==> src/design/stia_pkg.sv <==
// Shared types, constants and a helper function for the slot table block.
package stia_pkg;

   localparam int SLOT_COUNT  = 8;
   localparam int SLOT_IDX_W  = (SLOT_COUNT > 1) ? $clog2(SLOT_COUNT) : 1;
   localparam int ACTION_W    = 2;
   localparam int KEY_W       = 32;
   localparam int DUE_W       = 32;
   localparam int SLOT_USED_W = 3;

   typedef logic [ACTION_W-1:0]   action_type;
   typedef logic [KEY_W-1:0]      key_type;
   typedef logic [DUE_W-1:0]      due_type;
   typedef logic [SLOT_IDX_W-1:0] slot_idx_type;
   typedef logic [SLOT_COUNT-1:0] slot_vec_type;

   localparam action_type ACT_ADD    = 2'd0;
   localparam action_type ACT_MARK   = 2'd1;
   localparam action_type ACT_REMOVE = 2'd2;

   localparam key_type KEY_FIRST = key_type'(1);

   // controller -> datapath
   typedef struct packed {
      logic capture;   // latch the request beat
      logic commit;    // execute and load the result register
   } dp_cmd_type;

   typedef struct packed {
      logic         found;
      slot_idx_type idx;
   } slot_pick_type;

   // lowest set bit wins
   function automatic slot_pick_type pick_lowest(input slot_vec_type hits);
      slot_pick_type pick;
      pick.found = 1'b0;
      pick.idx   = '0;
      for (int i = SLOT_COUNT - 1; i >= 0; i--) begin
         if (hits[i]) begin
            pick.found = 1'b1;
            pick.idx   = slot_idx_type'(i);
         end
      end
      return pick;
   endfunction

endpackage

==> src/design/stia_if.sv <==
// Request and response channel interfaces.
interface stia_req_if;
   logic                 valid;
   logic                 ready;
   stia_pkg::action_type action;
   stia_pkg::due_type    due_time;
   logic                 text_nonempty;
   stia_pkg::key_type    entry_key;

   modport source (output valid, action, due_time, text_nonempty, entry_key, input ready);
   modport sink   (input valid, action, due_time, text_nonempty, entry_key, output ready);
endinterface

interface stia_rsp_if;
   logic                                 valid;
   logic                                 ready;
   logic                                 ok;
   stia_pkg::key_type                    new_key;
   logic [stia_pkg::SLOT_USED_W-1:0]     slot_used;
   stia_pkg::due_type                    new_due;

   modport source (output valid, ok, new_key, slot_used, new_due, input ready);
   modport sink   (input valid, ok, new_key, slot_used, new_due, output ready);
endinterface

==> src/design/stia_ctrl.sv <==
// Controller: sequences capture and execute, owns the response valid flag.
module stia_ctrl (
   input  logic                 clock,
   input  logic                 reset,
   input  logic                 req_valid,
   output logic                 req_ready,
   output logic                 rsp_valid,
   input  logic                 rsp_ready,
   output stia_pkg::dp_cmd_type cmd
);

   typedef enum logic {
      ST_IDLE,
      ST_EXEC
   } state_type;

   state_type state_ff, state_in;
   logic      rsp_valid_ff, rsp_valid_in;

   always_comb begin
      state_in    = state_ff;
      cmd.capture = 1'b0;
      cmd.commit  = 1'b0;
      req_ready   = 1'b0;
      unique case (state_ff)
         ST_IDLE: begin
            req_ready   = 1'b1;
            cmd.capture = req_valid;
            if (req_valid) begin
               state_in = ST_EXEC;
            end
         end
         ST_EXEC: begin
            // result register free, or emptied this cycle
            cmd.commit = !rsp_valid_ff || rsp_ready;
            if (cmd.commit) begin
               state_in = ST_IDLE;
            end
         end
         default: state_in = ST_IDLE;
      endcase
      rsp_valid_in = cmd.commit ? 1'b1 : (rsp_valid_ff && !rsp_ready);
   end

   always_ff @(posedge clock) begin
      if (reset) begin
         state_ff     <= ST_IDLE;
         rsp_valid_ff <= 1'b0;
      end else begin
         state_ff     <= state_in;
         rsp_valid_ff <= rsp_valid_in;
      end
   end

   assign rsp_valid = rsp_valid_ff;

endmodule

==> src/design/stia_dp.sv <==
// Datapath: request register, slot table, parallel slot search, result register.
module stia_dp (
   input  logic                              clock,
   input  logic                              reset,
   input  stia_pkg::dp_cmd_type              cmd,
   input  stia_pkg::action_type              req_action,
   input  stia_pkg::due_type                 req_due_time,
   input  logic                              req_text_nonempty,
   input  stia_pkg::key_type                 req_entry_key,
   output logic                              rsp_ok,
   output stia_pkg::key_type                 rsp_new_key,
   output logic [stia_pkg::SLOT_USED_W-1:0]  rsp_slot_used,
   output stia_pkg::due_type                 rsp_new_due
);

   // request register
   stia_pkg::action_type action_ff;
   stia_pkg::due_type    due_ff;
   logic                 text_ff;
   stia_pkg::key_type    key_ff;

   // slot table; the due time is only echoed back, so no copy is held
   stia_pkg::key_type    slot_key_ff [stia_pkg::SLOT_COUNT];
   stia_pkg::slot_vec_type slot_active_ff, slot_active_in;
   stia_pkg::slot_vec_type slot_done_ff, slot_done_in;
   stia_pkg::key_type    next_key_ff, next_key_in;

   // result register
   logic                             ok_ff, ok_in;
   stia_pkg::key_type                new_key_ff, new_key_in;
   logic [stia_pkg::SLOT_USED_W-1:0] slot_used_ff, slot_used_in;
   stia_pkg::due_type                new_due_ff, new_due_in;

   stia_pkg::slot_vec_type  match_hits;
   stia_pkg::slot_pick_type free_pick, done_pick, match_pick, add_pick;
   stia_pkg::key_type       key_inc;
   logic                    write_key;
   stia_pkg::slot_idx_type  tgt_idx;
   stia_pkg::key_type       write_val;

   always_comb begin
      for (int i = 0; i < stia_pkg::SLOT_COUNT; i++) begin
         match_hits[i] = slot_active_ff[i] && (slot_key_ff[i] == key_ff);
      end
      free_pick  = stia_pkg::pick_lowest(~slot_active_ff);
      done_pick  = stia_pkg::pick_lowest(slot_done_ff);
      match_pick = stia_pkg::pick_lowest(match_hits);
      add_pick   = free_pick.found ? free_pick : done_pick;
      key_inc    = next_key_ff + stia_pkg::KEY_FIRST;
   end

   always_comb begin
      slot_active_in = slot_active_ff;
      slot_done_in   = slot_done_ff;
      next_key_in    = next_key_ff;
      ok_in          = 1'b0;
      new_key_in     = '0;
      slot_used_in   = '0;
      new_due_in     = '0;
      write_key      = 1'b0;
      tgt_idx        = '0;
      write_val      = '0;
      case (action_ff)
         stia_pkg::ACT_ADD: begin
            if ((due_ff != '0) && text_ff && add_pick.found) begin
               tgt_idx                 = add_pick.idx;
               write_key               = 1'b1;
               write_val               = next_key_ff;
               slot_active_in[tgt_idx] = 1'b1;
               slot_done_in[tgt_idx]   = 1'b0;
               next_key_in             = (key_inc == '0) ? stia_pkg::KEY_FIRST : key_inc;
               ok_in                   = 1'b1;
               new_key_in              = next_key_ff;
               slot_used_in            = stia_pkg::SLOT_USED_W'(tgt_idx);
               new_due_in              = due_ff;
            end
         end
         stia_pkg::ACT_MARK: begin
            tgt_idx = match_pick.idx;
            if (match_pick.found && !slot_done_ff[tgt_idx]) begin
               slot_done_in[tgt_idx] = 1'b1;
               ok_in                 = 1'b1;
               slot_used_in          = stia_pkg::SLOT_USED_W'(tgt_idx);
            end
         end
         stia_pkg::ACT_REMOVE: begin
            tgt_idx = match_pick.idx;
            if (match_pick.found) begin
               write_key               = 1'b1;
               slot_active_in[tgt_idx] = 1'b0;
               slot_done_in[tgt_idx]   = 1'b0;
               ok_in                   = 1'b1;
               slot_used_in            = stia_pkg::SLOT_USED_W'(tgt_idx);
            end
         end
         default: ok_in = 1'b0;
      endcase
   end

   always_ff @(posedge clock) begin
      if (cmd.capture) begin
         action_ff <= req_action;
         due_ff    <= req_due_time;
         text_ff   <= req_text_nonempty;
         key_ff    <= req_entry_key;
      end
      if (cmd.commit) begin
         if (write_key) begin
            slot_key_ff[tgt_idx] <= write_val;
         end
         ok_ff        <= ok_in;
         new_key_ff   <= new_key_in;
         slot_used_ff <= slot_used_in;
         new_due_ff   <= new_due_in;
      end
   end

   always_ff @(posedge clock) begin
      if (reset) begin
         slot_active_ff <= '0;
         slot_done_ff   <= '0;
         next_key_ff    <= stia_pkg::KEY_FIRST;
      end else if (cmd.commit) begin
         slot_active_ff <= slot_active_in;
         slot_done_ff   <= slot_done_in;
         next_key_ff    <= next_key_in;
      end
   end

   assign rsp_ok        = ok_ff;
   assign rsp_new_key   = new_key_ff;
   assign rsp_slot_used = slot_used_ff;
   assign rsp_new_due   = new_due_ff;

endmodule

==> src/design/slot_table_with_id_allocation_unit.sv <==
// Capture latches a request beat; execute then loads the result register once it
//   is free. The controller takes no new request while executing, but the next one
//   is taken while a response still waits in the result register.
// Reset (synchronous, active high): all slots inactive and not completed, id
//   counter back to one, no response pending; effective on the next cycle.
// Top level: slot table with id allocation.
module slot_table_with_id_allocation_unit (
   input logic       clock,
   input logic       reset,
   stia_req_if.sink   req_bus,
   stia_rsp_if.source rsp_bus
);

   stia_pkg::dp_cmd_type cmd;

   // sequencing: idle -> execute, response valid kept as its own flag
   stia_ctrl u_ctrl (
      .clock     (clock),
      .reset     (reset),
      .req_valid (req_bus.valid),
      .req_ready (req_bus.ready),
      .rsp_valid (rsp_bus.valid),
      .rsp_ready (rsp_bus.ready),
      .cmd       (cmd)
   );

   // table, free-slot and id-match search, result register
   stia_dp u_dp (
      .clock             (clock),
      .reset             (reset),
      .cmd               (cmd),
      .req_action        (req_bus.action),
      .req_due_time      (req_bus.due_time),
      .req_text_nonempty (req_bus.text_nonempty),
      .req_entry_key     (req_bus.entry_key),
      .rsp_ok            (rsp_bus.ok),
      .rsp_new_key       (rsp_bus.new_key),
      .rsp_slot_used     (rsp_bus.slot_used),
      .rsp_new_due       (rsp_bus.new_due)
   );

endmodule
==> src/flat_wrapper.sv <==
// flat-port wrapper written by rule: the top's interface ports become plain ports
module slot_table_with_id_allocation_unit_flat 
  (clock, reset, req_bus_valid, req_bus_action, req_bus_due_time, req_bus_text_nonempty, req_bus_entry_key, req_bus_ready, rsp_bus_valid, rsp_bus_ok, rsp_bus_new_key, rsp_bus_slot_used, rsp_bus_new_due, rsp_bus_ready);
  stia_req_if req_bus_i ();
  stia_rsp_if rsp_bus_i ();
  input logic clock;
  input logic reset;
  input wire logic [$bits(req_bus_i.valid)-1:0] req_bus_valid;
  input wire logic [$bits(req_bus_i.action)-1:0] req_bus_action;
  input wire logic [$bits(req_bus_i.due_time)-1:0] req_bus_due_time;
  input wire logic [$bits(req_bus_i.text_nonempty)-1:0] req_bus_text_nonempty;
  input wire logic [$bits(req_bus_i.entry_key)-1:0] req_bus_entry_key;
  output wire logic [$bits(req_bus_i.ready)-1:0] req_bus_ready;
  output wire logic [$bits(rsp_bus_i.valid)-1:0] rsp_bus_valid;
  output wire logic [$bits(rsp_bus_i.ok)-1:0] rsp_bus_ok;
  output wire logic [$bits(rsp_bus_i.new_key)-1:0] rsp_bus_new_key;
  output wire logic [$bits(rsp_bus_i.slot_used)-1:0] rsp_bus_slot_used;
  output wire logic [$bits(rsp_bus_i.new_due)-1:0] rsp_bus_new_due;
  input wire logic [$bits(rsp_bus_i.ready)-1:0] rsp_bus_ready;
  assign req_bus_i.valid = req_bus_valid;
  assign req_bus_i.action = req_bus_action;
  assign req_bus_i.due_time = req_bus_due_time;
  assign req_bus_i.text_nonempty = req_bus_text_nonempty;
  assign req_bus_i.entry_key = req_bus_entry_key;
  assign req_bus_ready = req_bus_i.ready;
  assign rsp_bus_valid = rsp_bus_i.valid;
  assign rsp_bus_ok = rsp_bus_i.ok;
  assign rsp_bus_new_key = rsp_bus_i.new_key;
  assign rsp_bus_slot_used = rsp_bus_i.slot_used;
  assign rsp_bus_new_due = rsp_bus_i.new_due;
  assign rsp_bus_i.ready = rsp_bus_ready;
  slot_table_with_id_allocation_unit u_core (.clock(clock), .reset(reset), .req_bus(req_bus_i), .rsp_bus(rsp_bus_i));
endmodule
==> config.mk <==
export PLATFORM = sky130hd
export DESIGN_NAME = slot_table_with_id_allocation_unit_flat
export DESIGN_NICKNAME = d
export VERILOG_FILES = /design/src/design/stia_pkg.sv /design/src/design/stia_if.sv /design/src/design/stia_ctrl.sv /design/src/design/stia_dp.sv /design/src/design/slot_table_with_id_allocation_unit.sv /design/src/flat_wrapper.sv
export SDC_FILE = /design/constraint.sdc
export NUM_CORES = 1
export LEC_CHECK = 0
export ABC_AREA = 1
export BUFFER_PORTS_ARGS = -buffer_cell sky130_fd_sc_hd__buf_2
export CORE_MARGIN = 1
export CORE_UTILIZATION = 30
export DETAILED_ROUTE_END_ITERATION = 10
export HOLD_SLACK_MARGIN = 0.08
export SYNTH_ARGS = -nofsm -noshare
export SYNTH_HDL_FRONTEND = slang
export SYNTH_SLANG_ARGS = --single-unit
==> constraint.sdc <==
create_clock -name clock -period 10.38 [get_ports clock]
set_clock_uncertainty 0.2 [all_clocks]
set_input_delay 1.038 -clock clock [delete_from_list [all_inputs] [get_ports clock]]
set_output_delay 1.038 -clock clock [all_outputs]
set_load 0.01 [all_outputs]
# Yosys cells after proc, flatten, opt, wreduce, memory -nomap -nowiden
# Memory sizes are Yosys's and may differ from the RTL's.
# Cells that the tools add are included.
word_totals:
  reg_bits: 185
  ram_bits: 256
  word_cells: 130
  n_memories: 1
classes:
  addsub: 1
  order_cmp: 4
  n_eq_ne: 13
  n_mux: 61
  bitwise_logic: 9
  n_reduce_logical: 28
mem_list:
  columns: ["name", "words", "word_bits", "rd", "rd_ports_with_merged_regs", "wr", "line_no", "rtl"]
  rows:
  - ["u_core.u_dp.slot_key_ff", 8, 32, 8, 0, 1, "stia_dp.sv:23", "stia_pkg::key_type slot_key_ff [stia_pkg::SLOT_COUNT];"]
ops:
  columns: ["cell", "count"]
  rows:
  - ["$eq 32x32->1", 8]
  - ["$mux 4", 25]
  - ["$mux 32", 3]
  - ["$mux 8", 5]
  - ["$add 32x1->32 const B", 1]
  - ["$logic_not 32->1", 1]
  - ["$reduce_bool 32->1", 1]
  - ["$and 8x8->8", 3]
  - ["$not 8->8", 3]
  - ["$pmux 8 s3", 1]
  - ["$or 8x8->8", 2]
  - ["$pmux 8 s2", 1]
  - ["$mux 1", 15]
  - ["$logic_and 1x1->1", 14]
  - ["$mux 3", 3]
  - ["$pmux 3 s3", 1]
  - ["$lt 3x4->1 const B", 2]
  - ["$demux 1 s3", 2]
  - ["$ge 3x1->1 const B", 2]
  - ["$ne 2x2->1 const B", 3]
  - ["$pmux 3 s2", 1]
  - ["$reduce_and 5->1", 1]
  - ["$pmux 1 s2", 2]
  - ["$reduce_and 4->1", 1]
  - ["other kinds (13)", 15]

# Logic depth before layout (Yosys ltp)
logic_depth:
  word_depth: 18
  ltp_mapped: 27
  depth_no_buf: 26

# Modules after synthesis
# A second synthesis with hierarchy kept.
unflattened:
  cells_unflattened: 2442
  area_unflattened_um2: 21822.2
by_module_without_submodules:
  columns: ["mod", "instances", "cells_per_inst", "area_per_inst_um2", "seq_area_each_um2"]
  rows:
  - ["stia_dp", 1, 2431, 21738.3, 12702.2]
  - ["stia_ctrl", 1, 11, 83.8, 40.0]

# Worst setup path before layout
# OpenSTA, ideal clock, no wires.
synth_timing:
  path_type: "reg2reg"
  from: "register u_core.u_dp.key_ff[1]"
  to: "memory u_core.u_dp.slot_key_ff[4][0] (netlist name) (enable)"
  arrival_ps: 4941
  required_time_ps: 9678
  setup_slack_ps: 4737
  path_stages_with_launch: 18
  cell_sequence: "edfxtp_1 -> inv_2 -> buf_2 -> nand2_1 -> o21ai_0 -> inv_1 -> nand3_1 -> nor2_1 -> and2_4 -> nand3_4 -> nand2_1 -> nor2_2 -> nand2_2 -> o21ai_0 -> inv_1 -> nor2_1 -> inv_1 -> nor4_1"
synth_between:
  elab_chain_len: 15
  word_cells_on_any_way: 30
synth_lines:
  columns: ["item", "line_no", "rtl"]
  rows:
  - ["from (decl)", "stia_dp.sv:20", "stia_pkg::key_type key_ff;"]
  - ["from (signal assigned)", "stia_dp.sv:105", "key_ff <= req_entry_key;"]
  - ["$eq 32x32->1", "stia_dp.sv:43", "match_hits[i] = slot_active_ff[i] && (slot_key_ff[i] == key_ff);"]
  - ["$logic_and 1x1->1", "stia_dp.sv:43", null]
  - ["$mux 4 (7 in a row)", "stia_pkg.sv:40", "if (hits[i]) begin"]
  - ["$mux 4 (*)", "stia_pkg.sv:40", null]
  - ["$mux 1", "stia_dp.sv:88", "if (match_pick.found) begin"]
  - ["$pmux 1 s2", "stia_dp.sv:63", "case (action_ff)"]
  - ["$mux 1", "stia_dp.sv:108", "if (write_key) begin"]
  - ["$mux 1", "stia_dp.sv:107", "if (cmd.commit) begin"]
  - ["$mux 1 (implied by the code)", "stia_dp.sv:109", "slot_key_ff[tgt_idx] <= write_val;"]
  - ["to (decl)", "stia_dp.sv:23", null]
# Mark *: on every way between the ends. The rest lies on a longest branch, timed or not.

# Worst setup path after layout
layout_timing:
  from: "register u_core.u_dp.key_ff[20]"
  to: "memory u_core.u_dp.slot_key_ff[7][11] (netlist name) (enable)"
# Same word-level chain as after synthesis.

==> flow_summary.yaml <==
cts:
  clk-insertion-delay-late_ps: 600
  ctsResizeCount: 0
  cts-htree-levels: 2
  cts_made_buffers: 49
  number_of_buffers_added_for_setup_after_cts: 0
  clock_tree_from_tritoncts: "built"
  clk_pin_slew_worst_paths_ps: 60
  root_buffer: "clkbuf_16"
  num_clock_sinks: 441
  clockBufferDepth: 3
  ctsHoldBuffers: 0
final_layout:
  layout_commonest_cell: "nand2_1"
  nNetsFinal: 2144
  drive_above_1_share_pct: 14.6
  synthToLayoutAreaGrowth_pct: 16.6
  final_cell_mix: "460 x nand2_1, 391 x edfxtp_1, 237 x inv_1"
worst_setup_path:
  cp_max_fo: 32
  startpoint_type: "register"
  worst_setup_path_end_kind: "register"
  crit_arrival_ps: 5000
  depth_of_the_worst_register_to_register_path: 16
  rrSetupSlack_ps: 5390
  reg_to_reg_critical_path_startpoint: "u_core.u_dp.key_ff[20]"
  regToRegEndpoint: "u_core.u_dp.slot_key_ff[7][11]"
  worstSetupPathType: "reg2reg"
  required_time_reported_for_the_critical_path_endpoint_ps: 10390
power_and_ir_drop:
  cellPowerDensity_mw_per_mm2: 171
  p_comb_share_pct: 5.2
  switching_share_pct: 23.1
  share_clk_of_total_power_pct: 44.2
  pwr-share-seq_pct: 50.7
  cellLeakagePower_nw: 8.84
  vdd.ir_drop.worst_mv: 0.118
  cell_internal_pwr_mw: 3.02
  p_sw_mw: 0.907
  total_power_mw: 3.93
floorplanning:
  top_level_ports: 141
  dieArea_sq_mm: 0.0668
  fp-row-count: 93
  die-height_microns: 259
  floorplan.die.width_microns: 259
  core-area_sq_mm: 0.0647
  start_util_pct: 30.5
timing:
  worst-slew-pin-transition_ps: 1380
  setup_violations_final: 0
  timing_max_transition_violations_final: 0
  layout_min_cycle_time_ps: 4990
  rsz0062_at_grt: "false"
  setup-tns-final_ps: 0
  final.period_utilization_pct: 48.0
  maxClockFrequency_mhz: 201
  hold_violations: 0
  max_slew_margin_pct: 7.76
  final_critical_path_setup_slack_ps: 5390
synthesis:
  ys_seq_elements: 441
  synth_async_sr_flop_share_pct: 0
  ys_dominant_reg_cell: "edfxtp_1"
  seq_total_area_yosys_pct: 64.5
  post_synth.cell_area_avg_sq_um: 10.4
  count_of_flip_flops_with_a_built_in_enable_after_synthesis: 391
  yosys.cell_types.count: 52
  synthesis.instances: 1902
  netlist_area_sq_mm: 0.0197
  synth.yosys.warnings: 0
  synth.net_count: 1978
route:
  wirelength_routed_microns: 67800
  drtPass1Iterations: 6
  avgViaCountPerCell: 4.99
  first_iter_violations: 1816
  routed_wire_length_per_instance_microns: 22.9
  drc: 0
  num_vias: 14800
  antenna_left: 0
global_route:
  global_routing_s_busiest_layer: "met2"
  grt_pass1_vias: 14200
  grt_max_degree: 68
  grt_antenna_before_repair: 1
  grt_remaining_overflow: 0
  grt_pass1_wl_microns: 97400
  groute.layer.met3.usage_pct: 3.25
  grt_use_met1_pct: 26.8
  use_met2_pct: 32.9
  overall_routing_resource_usage_pct: 20.0
hold_path:
  worst_hold_path.endpoint: "u_core.u_dp.next_key_ff[3]"
  hold_path.startpoint: "u_core.u_dp.next_key_ff[3]"
  hp-class: "reg2reg"
  holdPathStages: 2
flow_run:
  maxCapViolations: 0
status:
  outcome: "completed"
placement:
  dp_hpwl_microns: 48900
  routabilityCongestion: 1.00
  placement.io_buffers: 140
  preCtsSetupSlack_ps: 5480
-- sequential cells by signal (all words and copies together) (netlist names) --
register / cells
u_core.u_dp.slot_key_ff: 256
u_core.u_dp.due_ff: 32
u_core.u_dp.key_ff: 32
u_core.u_dp.next_key_ff: 32
u_core.u_dp.rsp_new_due: 32
u_core.u_dp.rsp_new_key: 32
u_core.u_dp.slot_active_ff: 8
u_core.u_dp.slot_done_ff: 8
u_core.u_dp.rsp_slot_used: 3
u_core.u_dp.action_ff: 2
u_core.u_ctrl.rsp_valid: 1
u_core.u_ctrl.state_ff: 1
u_core.u_dp.rsp_ok: 1
u_core.u_dp.text_ff: 1
-- per-layer routing --
layer	share of wire, %	wire length (microns)
met1	41	27700
met2	48	32300
met3	7.9	5370
met4	3.6	2420
met5	0	0
-- cells by family (layout without fill, tap and decap cells) --
group / Yosys count / after routing / synth area share, %
buffers and inverters: 310 / 510 / 6.40
other: 0 / 1 / 0
flip-flops: 441 / 441 / 64.5
AND/OR/NAND/NOR: 855 / 855 / 18.6
XOR/XNOR: 111 / 111 / 4.92
adder cells (fa/ha/maj): 5 / 5 / 0.317
AO/OA/AOI/OAI: 180 / 180 / 5.19
-- metrics by stage --
| step | util (%) | instance area, sq um | instances | hold WS [ps] |
|---|---|---|---|---|
| after floorplan | - | 19700 | 1902 | 241 |
| after global placement | 33.2 | 21500 | 2872 | 250 |
| after detailed placement | 33.2 | 21500 | 2872 | 255 |
| after CTS | 35.6 | 23000 | 2957 | 263 |
| after global routing | 35.6 | 23000 | 2958 | 306 |
| final | 35.6 | 23000 | 2958 | 278 |
-- area by class of cell --
class	instances	area, sq um
antenna	1	2.50
clock buffer	60	1290
clock inverter	25	274
fill	6559	41700
inverter	263	988
multi-input combinational	1151	5790
sequential	441	12700
tap	855	1070
timing repair buffer	162	866
-- cell usage after synthesis (all sizes together) (24+ instances only) --
cell,number,area [sq um]
nand2,472,1820
edfxtp,391,11700
inv,260,976
nor2,219,842
o21ai,77,389
xor2,68,596
a21oi,53,277
nand3,52,298
dfxtp,50,1000
xnor2,43,377
nand4,39,244
nor3,30,170
buf,28,204
o22ai,24,150
-- worst max-delay path, cell delays in order, from the launching register on --
cell      delay [ps]
edfxtp_1         730
inv_1            290
a21oi_1          210
nand2_1           70
nor2_1           290
nand3_1          200
nor2_1           170
nand2_1           70
nand2_1           60
nand2_1           50
nand2_1           60
nand2_2          100
nand2_4          100
nand2_4           80
o21ai_0          570
nand2_1          330
nor2_4           990
-- power by group through the flow --
stage	Clock [mW]	Sequential, mW	Combinational [mW]
finish	1.74	1.99	0.203
global route	1.82	1.99	0.217
CTS	1.76	1.99	0.202
detailed placement	0	2.03	0.201
global placement	0	2.03	0.202
floorplan	0	2.02	0.112
-- worst max path at each step --
| stage | cells after the start | slack [ps] | to | startpoint |
|---|---|---|---|---|
| 2_1_floorplan | 17 | 4740 | u_core.u_dp.slot_key_ff[4][0] | u_core.u_dp.key_ff[1] |
| 3_3_place_gp | 16 | 5560 | u_core.u_dp.slot_key_ff[7][11] | u_core.u_dp.key_ff[20] |
| 3_5_place_dp | 16 | 5480 | u_core.u_dp.slot_key_ff[7][17] | u_core.u_dp.key_ff[20] |
| 4_1_cts | 16 | 5490 | u_core.u_dp.slot_key_ff[7][16] | u_core.u_dp.key_ff[20] |
| 5_1_grt | 16 | 5150 | u_core.u_dp.slot_key_ff[7][16] | u_core.u_dp.key_ff[20] |
| 6_report | 16 | 5390 | u_core.u_dp.slot_key_ff[7][11] | u_core.u_dp.key_ff[20] |
No activity file was read; power rests on OpenSTA's default activity.
